`src/hw/rtl/bse_pkg.sv`:
```
// ============================================================================
// bse_pkg
// Types and constants of the bubble sort engine.
// ============================================================================
package bse_pkg;

    localparam int DATA_WIDTH = 32;
    localparam int MAX_ITEMS  = 64;
    localparam int IDX_W      = $clog2(MAX_ITEMS);
    localparam int CNT_W      = $clog2(MAX_ITEMS + 1);

    typedef logic signed [DATA_WIDTH-1:0] t_data;
    typedef logic [IDX_W-1:0]             t_idx;
    typedef logic [CNT_W-1:0]             t_cnt;

    // Input request
    typedef struct packed {
        t_data value;
        logic  final_item;
    } t_in_req;

    // Output request
    typedef struct packed {
        t_data sorted_value;
        logic  run_end;
        logic  dropped;
    } t_out_req;

    // Element store access from the controller
    typedef struct packed {
        logic  we;
        t_idx  waddr;
        t_data wdata;
        t_idx  raddr;
    } t_ram_req;

endpackage

```
`src/hw/rtl/bse_ram.sv`:
```
// ============================================================================
// bse_ram
// Generic single-write, single-read RAM with a registered read port.
// ============================================================================
module bse_ram #(
    parameter int WIDTH = 32,
    parameter int DEPTH = 64
) (
    input  logic                     i_clk,
    input  logic                     i_we,
    input  logic [$clog2(DEPTH)-1:0] i_waddr,
    input  logic [WIDTH-1:0]         i_wdata,
    input  logic [$clog2(DEPTH)-1:0] i_raddr,
    output logic [WIDTH-1:0]         o_rdata
);

    logic [WIDTH-1:0] r_mem [DEPTH];
    logic [WIDTH-1:0] r_rdata;

    // Write and registered read
    always_ff @(posedge i_clk) begin
        if (i_we) begin
            r_mem[i_waddr] <= i_wdata;
        end
        r_rdata <= r_mem[i_raddr];
    end

    assign o_rdata = r_rdata;

endmodule

```
`src/hw/rtl/bse_ctrl.sv`:
```
// ============================================================================
// bse_ctrl
// Load, sort and drain sequencer of the bubble sort engine. Each pass carries
// the running maximum in a register: one store read and one write per cycle.
// ============================================================================
module bse_ctrl (
    input  logic              i_clk,
    input  logic              i_rst_n,
    input  logic              i_in_valid,
    input  bse_pkg::t_in_req  i_in_req,
    output logic              o_in_stall,
    output logic              o_out_valid,
    output bse_pkg::t_out_req o_out_req,
    input  logic              i_out_stall,
    output bse_pkg::t_ram_req o_ram,
    input  bse_pkg::t_data    i_rdata
);
    import bse_pkg::*;

    typedef enum logic [2:0] {
        S_LOAD,
        S_PRIME,
        S_STEP,
        S_TAIL,
        S_ORD,
        S_OCAP,
        S_OWAIT
    } t_state;

    t_state   r_state, n_state;
    t_cnt     r_count, n_count;
    logic     r_drop,  n_drop;
    t_idx     r_k,     n_k;
    t_idx     r_end,   n_end;
    t_idx     r_last,  n_last;
    t_data    r_carry, n_carry;
    logic     r_out_valid, n_out_valid;
    t_out_req r_out, n_out;

    logic in_acc;
    logic has_room;
    logic gt;
    t_idx last_idx;

    assign in_acc   = i_in_valid && (r_state == S_LOAD);
    assign has_room = r_count < t_cnt'(MAX_ITEMS);
    assign gt       = r_carry > i_rdata;
    assign last_idx = has_room ? r_count[IDX_W-1:0] : t_idx'(MAX_ITEMS - 1);

    // Next-state and store access
    always_comb begin
        n_state     = r_state;
        n_count     = r_count;
        n_drop      = r_drop;
        n_k         = r_k;
        n_end       = r_end;
        n_last      = r_last;
        n_carry     = r_carry;
        n_out_valid = r_out_valid;
        n_out       = r_out;
        o_ram       = '0;

        case (r_state)
            S_LOAD: begin
                o_ram.waddr = r_count[IDX_W-1:0];
                o_ram.wdata = i_in_req.value;
                o_ram.raddr = '0;
                if (in_acc) begin
                    o_ram.we = has_room;
                    if (has_room) begin
                        n_count = r_count + t_cnt'(1);
                    end else begin
                        n_drop = 1'b1;
                    end
                    if (i_in_req.final_item) begin
                        n_last = last_idx;
                        n_end  = last_idx;
                        n_k    = '0;
                        n_state = (last_idx == '0) ? S_ORD : S_PRIME;
                    end
                end
            end
            // rdata holds entry 0; fetch entry 1
            S_PRIME: begin
                n_carry     = i_rdata;
                o_ram.raddr = t_idx'(1);
                n_state     = S_STEP;
            end
            // Compare carry with entry k+1, keep the larger in carry
            S_STEP: begin
                o_ram.we    = 1'b1;
                o_ram.waddr = r_k;
                o_ram.wdata = gt ? i_rdata : r_carry;
                o_ram.raddr = r_k + t_idx'(2);
                n_carry     = gt ? r_carry : i_rdata;
                if (r_k + t_idx'(1) == r_end) begin
                    n_state = S_TAIL;
                end else begin
                    n_k = r_k + t_idx'(1);
                end
            end
            // Pass maximum lands at the end; start the next pass, or the drain after the last one
            S_TAIL: begin
                o_ram.we    = 1'b1;
                o_ram.waddr = r_end;
                o_ram.wdata = r_carry;
                o_ram.raddr = '0;
                n_end       = r_end - t_idx'(1);
                n_k         = '0;
                n_state     = (r_end == t_idx'(1)) ? S_ORD : S_PRIME;
            end
            S_ORD: begin
                o_ram.raddr = r_k;
                n_state     = S_OCAP;
            end
            S_OCAP: begin
                n_out.sorted_value = i_rdata;
                n_out.run_end      = (r_k == r_last);
                n_out.dropped      = r_drop;
                n_out_valid        = 1'b1;
                n_state            = S_OWAIT;
            end
            // Hold the result until the receiver takes it
            S_OWAIT: begin
                o_ram.raddr = r_k + t_idx'(1);
                if (!i_out_stall) begin
                    n_out_valid = 1'b0;
                    if (r_out.run_end) begin
                        n_count = '0;
                        n_drop  = 1'b0;
                        n_state = S_LOAD;
                    end else begin
                        n_k     = r_k + t_idx'(1);
                        n_state = S_OCAP;
                    end
                end
            end
            default: begin
                n_state = S_LOAD;
            end
        endcase
    end

    // State and registered outputs
    always_ff @(posedge i_clk) begin
        if (!i_rst_n) begin
            r_state     <= S_LOAD;
            r_count     <= '0;
            r_drop      <= 1'b0;
            r_out_valid <= 1'b0;
        end else begin
            r_state     <= n_state;
            r_count     <= n_count;
            r_drop      <= n_drop;
            r_out_valid <= n_out_valid;
        end
        r_k     <= n_k;
        r_end   <= n_end;
        r_last  <= n_last;
        r_carry <= n_carry;
        r_out   <= n_out;
    end

    assign o_in_stall  = (r_state != S_LOAD);
    assign o_out_valid = r_out_valid;
    assign o_out_req   = r_out;

endmodule

```
`src/hw/rtl/bubble_sort_engine_core.sv`:
```
// ============================================================================
// bubble_sort_engine_core
// Loads a set of signed values, bubble sorts it in a local RAM and streams
// the values back in ascending order.
// ============================================================================
// Usage:
//   Input channel (i_in_valid / i_in_req / o_in_stall) takes one element per
//   request; a request with final_item set closes the set. Up to MAX_ITEMS
//   elements are kept; further ones are dropped and flag the whole run.
//   Output channel (o_out_valid / o_out_req / i_out_stall) returns the n
//   stored elements in ascending order, run_end on the last one.
//   While loading, every offered element is taken. After the final request
//   the sort runs n-1 passes over the single-port-read RAM; a pass over e+1
//   entries is one S_PRIME fetch, e S_STEP compares and one S_TAIL write,
//   with one RAM read and one compare per cycle. Each result is drained via
//   S_OCAP and S_OWAIT; a receiver stall holds the result register unchanged.
//   o_in_stall stays high from the final request until run_end is taken.
//   Reset clears the count, the drop flag and the output valid; the store
//   needs no clearing since only written entries are read.
// ============================================================================
module bubble_sort_engine_core (
    input  logic              i_clk,
    input  logic              i_rst_n,
    input  logic              i_in_valid,
    input  bse_pkg::t_in_req  i_in_req,
    output logic              o_in_stall,
    output logic              o_out_valid,
    output bse_pkg::t_out_req o_out_req,
    input  logic              i_out_stall
);
    import bse_pkg::*;

    t_ram_req ram_req;
    t_data    ram_rdata;

    // Sequencer
    bse_ctrl u_ctrl (
        .i_clk       (i_clk),
        .i_rst_n     (i_rst_n),
        .i_in_valid  (i_in_valid),
        .i_in_req    (i_in_req),
        .o_in_stall  (o_in_stall),
        .o_out_valid (o_out_valid),
        .o_out_req   (o_out_req),
        .i_out_stall (i_out_stall),
        .o_ram       (ram_req),
        .i_rdata     (ram_rdata)
    );

    // Element store
    bse_ram #(
        .WIDTH (DATA_WIDTH),
        .DEPTH (MAX_ITEMS)
    ) u_store (
        .i_clk   (i_clk),
        .i_we    (ram_req.we),
        .i_waddr (ram_req.waddr),
        .i_wdata (ram_req.wdata),
        .i_raddr (ram_req.raddr),
        .o_rdata (ram_rdata)
    );

endmodule

```
`config.mk`:
```
export PLATFORM = sky130hd
export DESIGN_NAME = bubble_sort_engine_core
export DESIGN_NICKNAME = d
export VERILOG_FILES = /design/src/hw/rtl/bse_pkg.sv /design/src/hw/rtl/bse_ram.sv /design/src/hw/rtl/bse_ctrl.sv /design/src/hw/rtl/bubble_sort_engine_core.sv
export SDC_FILE = /design/constraint.sdc
export NUM_CORES = 2
export LEC_CHECK = 0
export BUFFER_PORTS_ARGS = -buffer_cell sky130_fd_sc_hd__buf_4
export CORE_MARGIN = 2
export CORE_UTILIZATION = 31
export CTS_BUF_LIST = sky130_fd_sc_hd__clkbuf_4
export DETAILED_ROUTE_END_ITERATION = 10
export PLACE_DENSITY_LB_ADDON = 0.2
export SYNTH_ARGS = -nofsm -noshare
export SYNTH_HDL_FRONTEND = slang
export SYNTH_SLANG_ARGS = --single-unit
```
`constraint.sdc`:
```
create_clock -name i_clk -period 3.92 [get_ports i_clk]
set_input_delay 0.196 -clock i_clk [delete_from_list [all_inputs] [get_ports i_clk]]
set_output_delay 0.196 -clock i_clk [all_outputs]
set_load 0.02 [all_outputs]
```
# Word level (Yosys, flattened, before mapping)
# Memory sizes are Yosys's and may differ from the RTL's. A register that Yosys moved wholly into a read port is not among the register bits.
# Cells that the tools add are included.
totals:
  regBits: 96
  latchBits: 0
  ramBits: 2048
  romBits: 0
  in_bits: 37
  output_inout_bits: 36
  elab_cells: 92
  memories: 1
memory_table:
  columns: ["memory", "depth", "width", "read_ports", "rd_ports_with_merged_regs", "wr", "line", "source"]
  rows:
  - ["u_store.r_mem", 64, 32, 1, 1, 1, "bse_ram.sv:17", "logic [WIDTH-1:0] r_mem [DEPTH];"]
op_classes:
  add_sub_neg: 4
  n_mul: 0
  div_mod_pow: 0
  magnitude_cmp: 2
  n_eq_ne: 19
  shift: 0
  n_mux: 38
  n_bitwise: 0
  reduce_logical: 17
op_table:
  columns: ["operator", "n"]
  rows:
  - ["one-hot mux 39 bit (3 select lines)", 1]
  - ["two-way mux 32 bit", 2]
  - ["one-hot mux 32 bit (2 select lines)", 1]
  - ["two-way mux 6 bit", 8]
  - ["one-hot mux 6 bit (4 select lines)", 2]
  - ["greater-than comparator 32 bit", 1]
  - ["two-way mux 7 bit", 4]
  - ["two-way mux 3 bit", 7]
  - ["one-hot mux 3 bit (7 select lines)", 1]
  - ["one-hot mux 7 bit (2 select lines)", 1]
  - ["== test 6 bit", 2]
  - ["inequality test 2 bit, second input constant", 6]
  - ["one-hot mux 6 bit (2 select lines)", 1]
  - ["AND reduction 5 bit", 2]
  - ["== test 3 bit, second input constant", 3]
  - ["two-way mux 1 bit", 8]
  - ["inequality test 2 x 1 -> 1 bit, second input constant", 4]
  - ["nonzero test 2 bit", 4]
  - ["adder 7 x 1 -> 7 bit, second input constant", 1]
  - ["< comparator 7 bit, second input constant", 1]
  - ["adder 6 x 1 -> 6 bit, second input constant", 1]
  - ["adder 6 x 2 -> 6 bit, second input constant", 1]
  - ["== test 3 x 2 -> 1 bit, second input constant", 2]
  - ["== test 6 x 1 -> 1 bit, second input constant", 1]
  - ["other kinds (12)", 15]

# Logic depth before layout (Yosys ltp)
depth:
  ltp_word: 7
  mapped_depth: 13
  depth_no_buf: 10

# Modules after synthesis
# From an unflattened synthesis, not the netlist that was laid out.
unflattened:
  hier_cells: 3834
  hier_area_um2: 84024.3
by_module_without_submodules:
  columns: ["mod", "instances", "cells_each", "area_per_inst_um2", "seq_area_each_um2"]
  rows:
  - ["bse_ram", 1, 3324, 78515.3, 62139.6]
  - ["bse_ctrl", 1, 510, 5509.0, 2762.6]

# Worst setup path after synthesis
# OpenSTA, ideal clock, no wires.
synth_timing:
  path_kind: "register -> register"
  startpoint: "register u_ctrl.r_carry[15]"
  endpoint: "register u_ctrl.r_carry[0], enable pin"
  setup_time_ps: 432
  t_arrival_ps: 3586
  required_ps: 3488
  setup_slack_ps: -98
  stages_incl_launch_ff: 10
  n_path_buf: 0
  period_less_slack_ps: 4018
  cell_sequence: "edfxtp_1 -> ha_1 -> nand4_1 -> or4_1 -> a21oi_1 -> o31ai_1 -> o211a_1 -> xnor2_1 -> o21ai_0 -> a21oi_1"
synth_via:
  elab_chain_len: 3
synth_lines:
  columns: ["item", "line", "source"]
  rows:
  - ["start: declaration", "bse_ctrl.sv:36", "t_data r_carry, n_carry;"]
  - ["start signal: assignment", "bse_ctrl.sv:160", "r_carry <= n_carry;"]
  - ["greater-than comparator 32 bit", "bse_ctrl.sv:47", "assign gt = r_carry > i_rdata;"]
  - ["inequality test 2 bit (no source line)", null, null]
  - ["AND reduction 2 bit (no source line)", null, null]
# Every way passes these cells.
# A chain may end at the register's enable or synchronous reset.

==> impl_metrics.json <==
{
  "fin_nets": 7201,
  "drv_cap": 0,
  "drt_wl_total_um": 304000,
  "drt_pass1_iterations": 6,
  "yosysWarnings": 0,
  "cts_tree": "built",
  "drt-met1-wl_um": 130000,
  "status": "finished, final reports clean",
  "vias": 58104,
  "clk_path_buf_depth": 4,
  "ir_drop_mv": 0.745,
  "dieArea_um2": 284000,
  "ys_seq_area_share_pct": 74.9,
  "grt_usage_pct": 20.8,
  "tightestPinTransition_ns": 1.11,
  "cp_max_fo": 20,
  "fill_cells": 26940,
  "grt_pass1_vias": 56794,
  "overflow": 0,
  "reg2reg_depth": 13,
  "start_util_pct": 31.1,
  "final_cell_mix": "edfxtp_1 (2,132), nand2_1 (1,751), clkbuf_4 (889), nand3_1 (709), buf_4 (318)",
  "r2r-start": "u_ctrl.r_carry[30]",
  "maxSlewHeadroom_pct": 25.8,
  "worstPathArrival_ns": 4.82,
  "final_common_cell": "edfxtp_1",
  "finalClockSkew_ns": 0.128,
  "cp-start-kind": "flip-flop",
  "p_per_area_nw_per_um2": 773,
  "syn_to_final_growth_pct": 21.3,
  "min_path_cells": 4,
  "path_class": "reg2reg",
  "finalWorstSetupSlack_ns": 0.0601,
  "hpwlAfterDp_um": 174000,
  "grt_setup_unrepaired": "true",
  "setup_viol_count_final": 0,
  "rows": 194,
  "antenna_found_initial": 19,
  "synth-seq-cells": 2176,
  "multiInputGateArea_um2": 20500,
  "hold_viol": 0,
  "seq_area_um2": 64900,
  "grt_first_pass_wirelength_um": 427000,
  "cts_buffers": 584,
  "worstSetupStartpoint": "u_ctrl.r_carry[30]",
  "top_layer": "met5",
  "portBuffers": 72,
  "hp-start": "i_in_req[9]",
  "synth_edf_count": 2132,
  "dr_wl_met3_um": 19700,
  "preCtsSetupSlack_ns": -0.0391,
  "dpl.cell_count": 10216,
  "avgSynthCellArea_um2": 13.6,
  "insertion_delay_ns": 1.34,
  "synthDistinctLibCells": 69,
  "synth.net_count": 6426,
  "core-area_um2": 279000,
  "cp.required_ns": 4.88,
  "drive_gt1_share_pct": 22.1,
  "gp_congestion": 0.870,
  "period_share_pct": 98.5,
  "die_h_um": 533,
  "syn_inst": 6352,
  "hp-class": "in2reg",
  "syn_area_um2": 86600,
  "clkTransAtPathRegs_ns": 0.08,
  "ctsHtreeMaxLevel": 6,
  "ys.flop_type": "edfxtp_1",
  "min_period_ns": 3.86,
  "wire_per_inst_um": 27.0,
  "rrSetupSlack_ns": 0.06,
  "grt_max_degree": 97,
  "cts_root_buf": "clkbuf_4",
  "drt_iter0_markers": 5961,
  "ant_nets": 0,
  "cts_sinks": 2176,
  "timing.fmax_ghz": 0.259,
  "die_w_um": 533,
  "drc_errors": 0,
  "maxSlewViolCount": 0,
  "end_kind": "flip-flop",
  "fin_total_pwr_w": 0.0813,
  "cellLeakagePower_nw": 36.3,
  "fin_cells": 11261,
  "post_drt_via_cell_ratio": 5.16,
  "synthArstFlopShare_pct": 0,
  "met2_length_um": 143000,
  "ios": 73
}
-- area by class of cell --
cell class / count / area share [%]
Antenna cell: 15 / 0.0357
Multi-Input combinational cell: 3729 / 19.5
Inverter: 43 / 0.154
Clock inverter: 92 / 0.682
Clock buffer: 889 / 6.35
Tap cell: 3724 / 4.43
Timing Repair Buffer: 593 / 7.10
Sequential cell: 2176 / 61.8
-- metrics by stage --
step | hold slack [ns] | utilization, % | instance area (um2) | setup TNS (ns)
after CTS | 0.0391 | 37.7 | 105000 | 0
after floorplan | 0.318 | - | 86600 | 0
after detailed placement | 0.418 | 34.8 | 97100 | -0.992
after global placement | 0.438 | 34.8 | 97100 | 0
after global routing | 0.137 | 37.7 | 105000 | -0.338
final | 0.154 | 37.7 | 105000 | 0
-- worst max-delay path: stages, from the launching register on --
cell and delay (ns):
edfxtp_1 0.44, ha_4 0.30, nand4_1 0.17, buf_6 0.19
or4_4 0.53, inv_1 0.08, o31ai_1 0.08, o211a_1 0.20
a2111oi_4 0.38, nor3_4 0.08, buf_12 0.15, buf_12 0.15
a221o_4 0.48, clkbuf_16 0.22
-- final timing paths --
path,endpoint
min reg2reg,u_ctrl.o_out_req[0]
max,u_store.r_mem[29][22]
min,u_store.r_mem[11][8]
max reg2reg,u_store.r_mem[29][22]
-- timing repair --
action | CTS | global route
resized for setup | 2 | 8
setup endpoints to repair | 994 | 305
pin swaps | 1 | 4
endpoints found under the hold margin | 2058 | 0
setup buffers | 3 | 3
hold buffers | 42 | 0
gates cloned | 0 | 1
-- metal layers --
layer  track usage (%)  vias to the layer above
li1                  -                    25592
met2              33.6                     2231
met3              3.63                      464
met4              7.89                        8
met1              28.0                    29809
met5                 0                        -
-- cell families after synthesis --
group	after synthesis	synth area share [%]
flip-flops	2176	74.9
adder cells (fa/ha/maj)	37	0.534
buffers and inverters	447	2.30
AO/OA/AOI/OAI	644	5.57
XOR/XNOR	29	0.293
AND/OR/NAND/NOR	2840	14.3
multiplexers	179	2.08
-- report_power, final --
| group | leakage (nW) | internal (W) | switching [W] |
|---|---|---|---|
| clock | 4.43 | 0.0110 | 0.00950 |
| sequential | 19.7 | 0.0309 | 0.000473 |
| combinational | 12.2 | 0.00910 | 0.0203 |
| total | 36.3 | 0.0510 | 0.0303 |
-- flip-flops by register name (all words and copies together), names as in the netlist, 3 cells and up --
signal and count:
u_ctrl.r_end 6, u_ctrl.r_k 6, u_ctrl.o_out_req 34, u_ctrl.r_carry 32, u_ctrl.r_count 7, u_store.r_mem 2048, u_store.o_rdata 32, u_ctrl.r_last 6
u_ctrl.r_state 3
-- cells in the mapped netlist, drive strengths merged, types with 4 or more instances --
cell    instances  share of area, %
inv            43              0.19
nand2        1751               7.6
dfxtp          44               1.0
o221ai         31              0.31
nor2          110              0.49
or4             4             0.035
or2             7             0.051
edfxtp       2132                74
and3          100              0.72
nor3           10             0.077
a21oi         107              0.62
o211ai         98              0.86
nand4          45              0.33
and2           37              0.27
and4b          31              0.36
or3             7             0.051
buf           201               1.2
ha             37              0.53
a211oi         36              0.50
xor2           16              0.16
mux2            8              0.10
nand3         709               4.1
a221oi         37              0.39
mux2i         171               2.0
nand2b          6             0.043
nor2b          11             0.079
xnor2          13              0.13
a31oi         126              0.91
clkbuf        203              0.88
a221o          62              0.72
a32oi          64              0.65
o21ai          52              0.30
No activity file was read; power rests on OpenSTA's default activity.
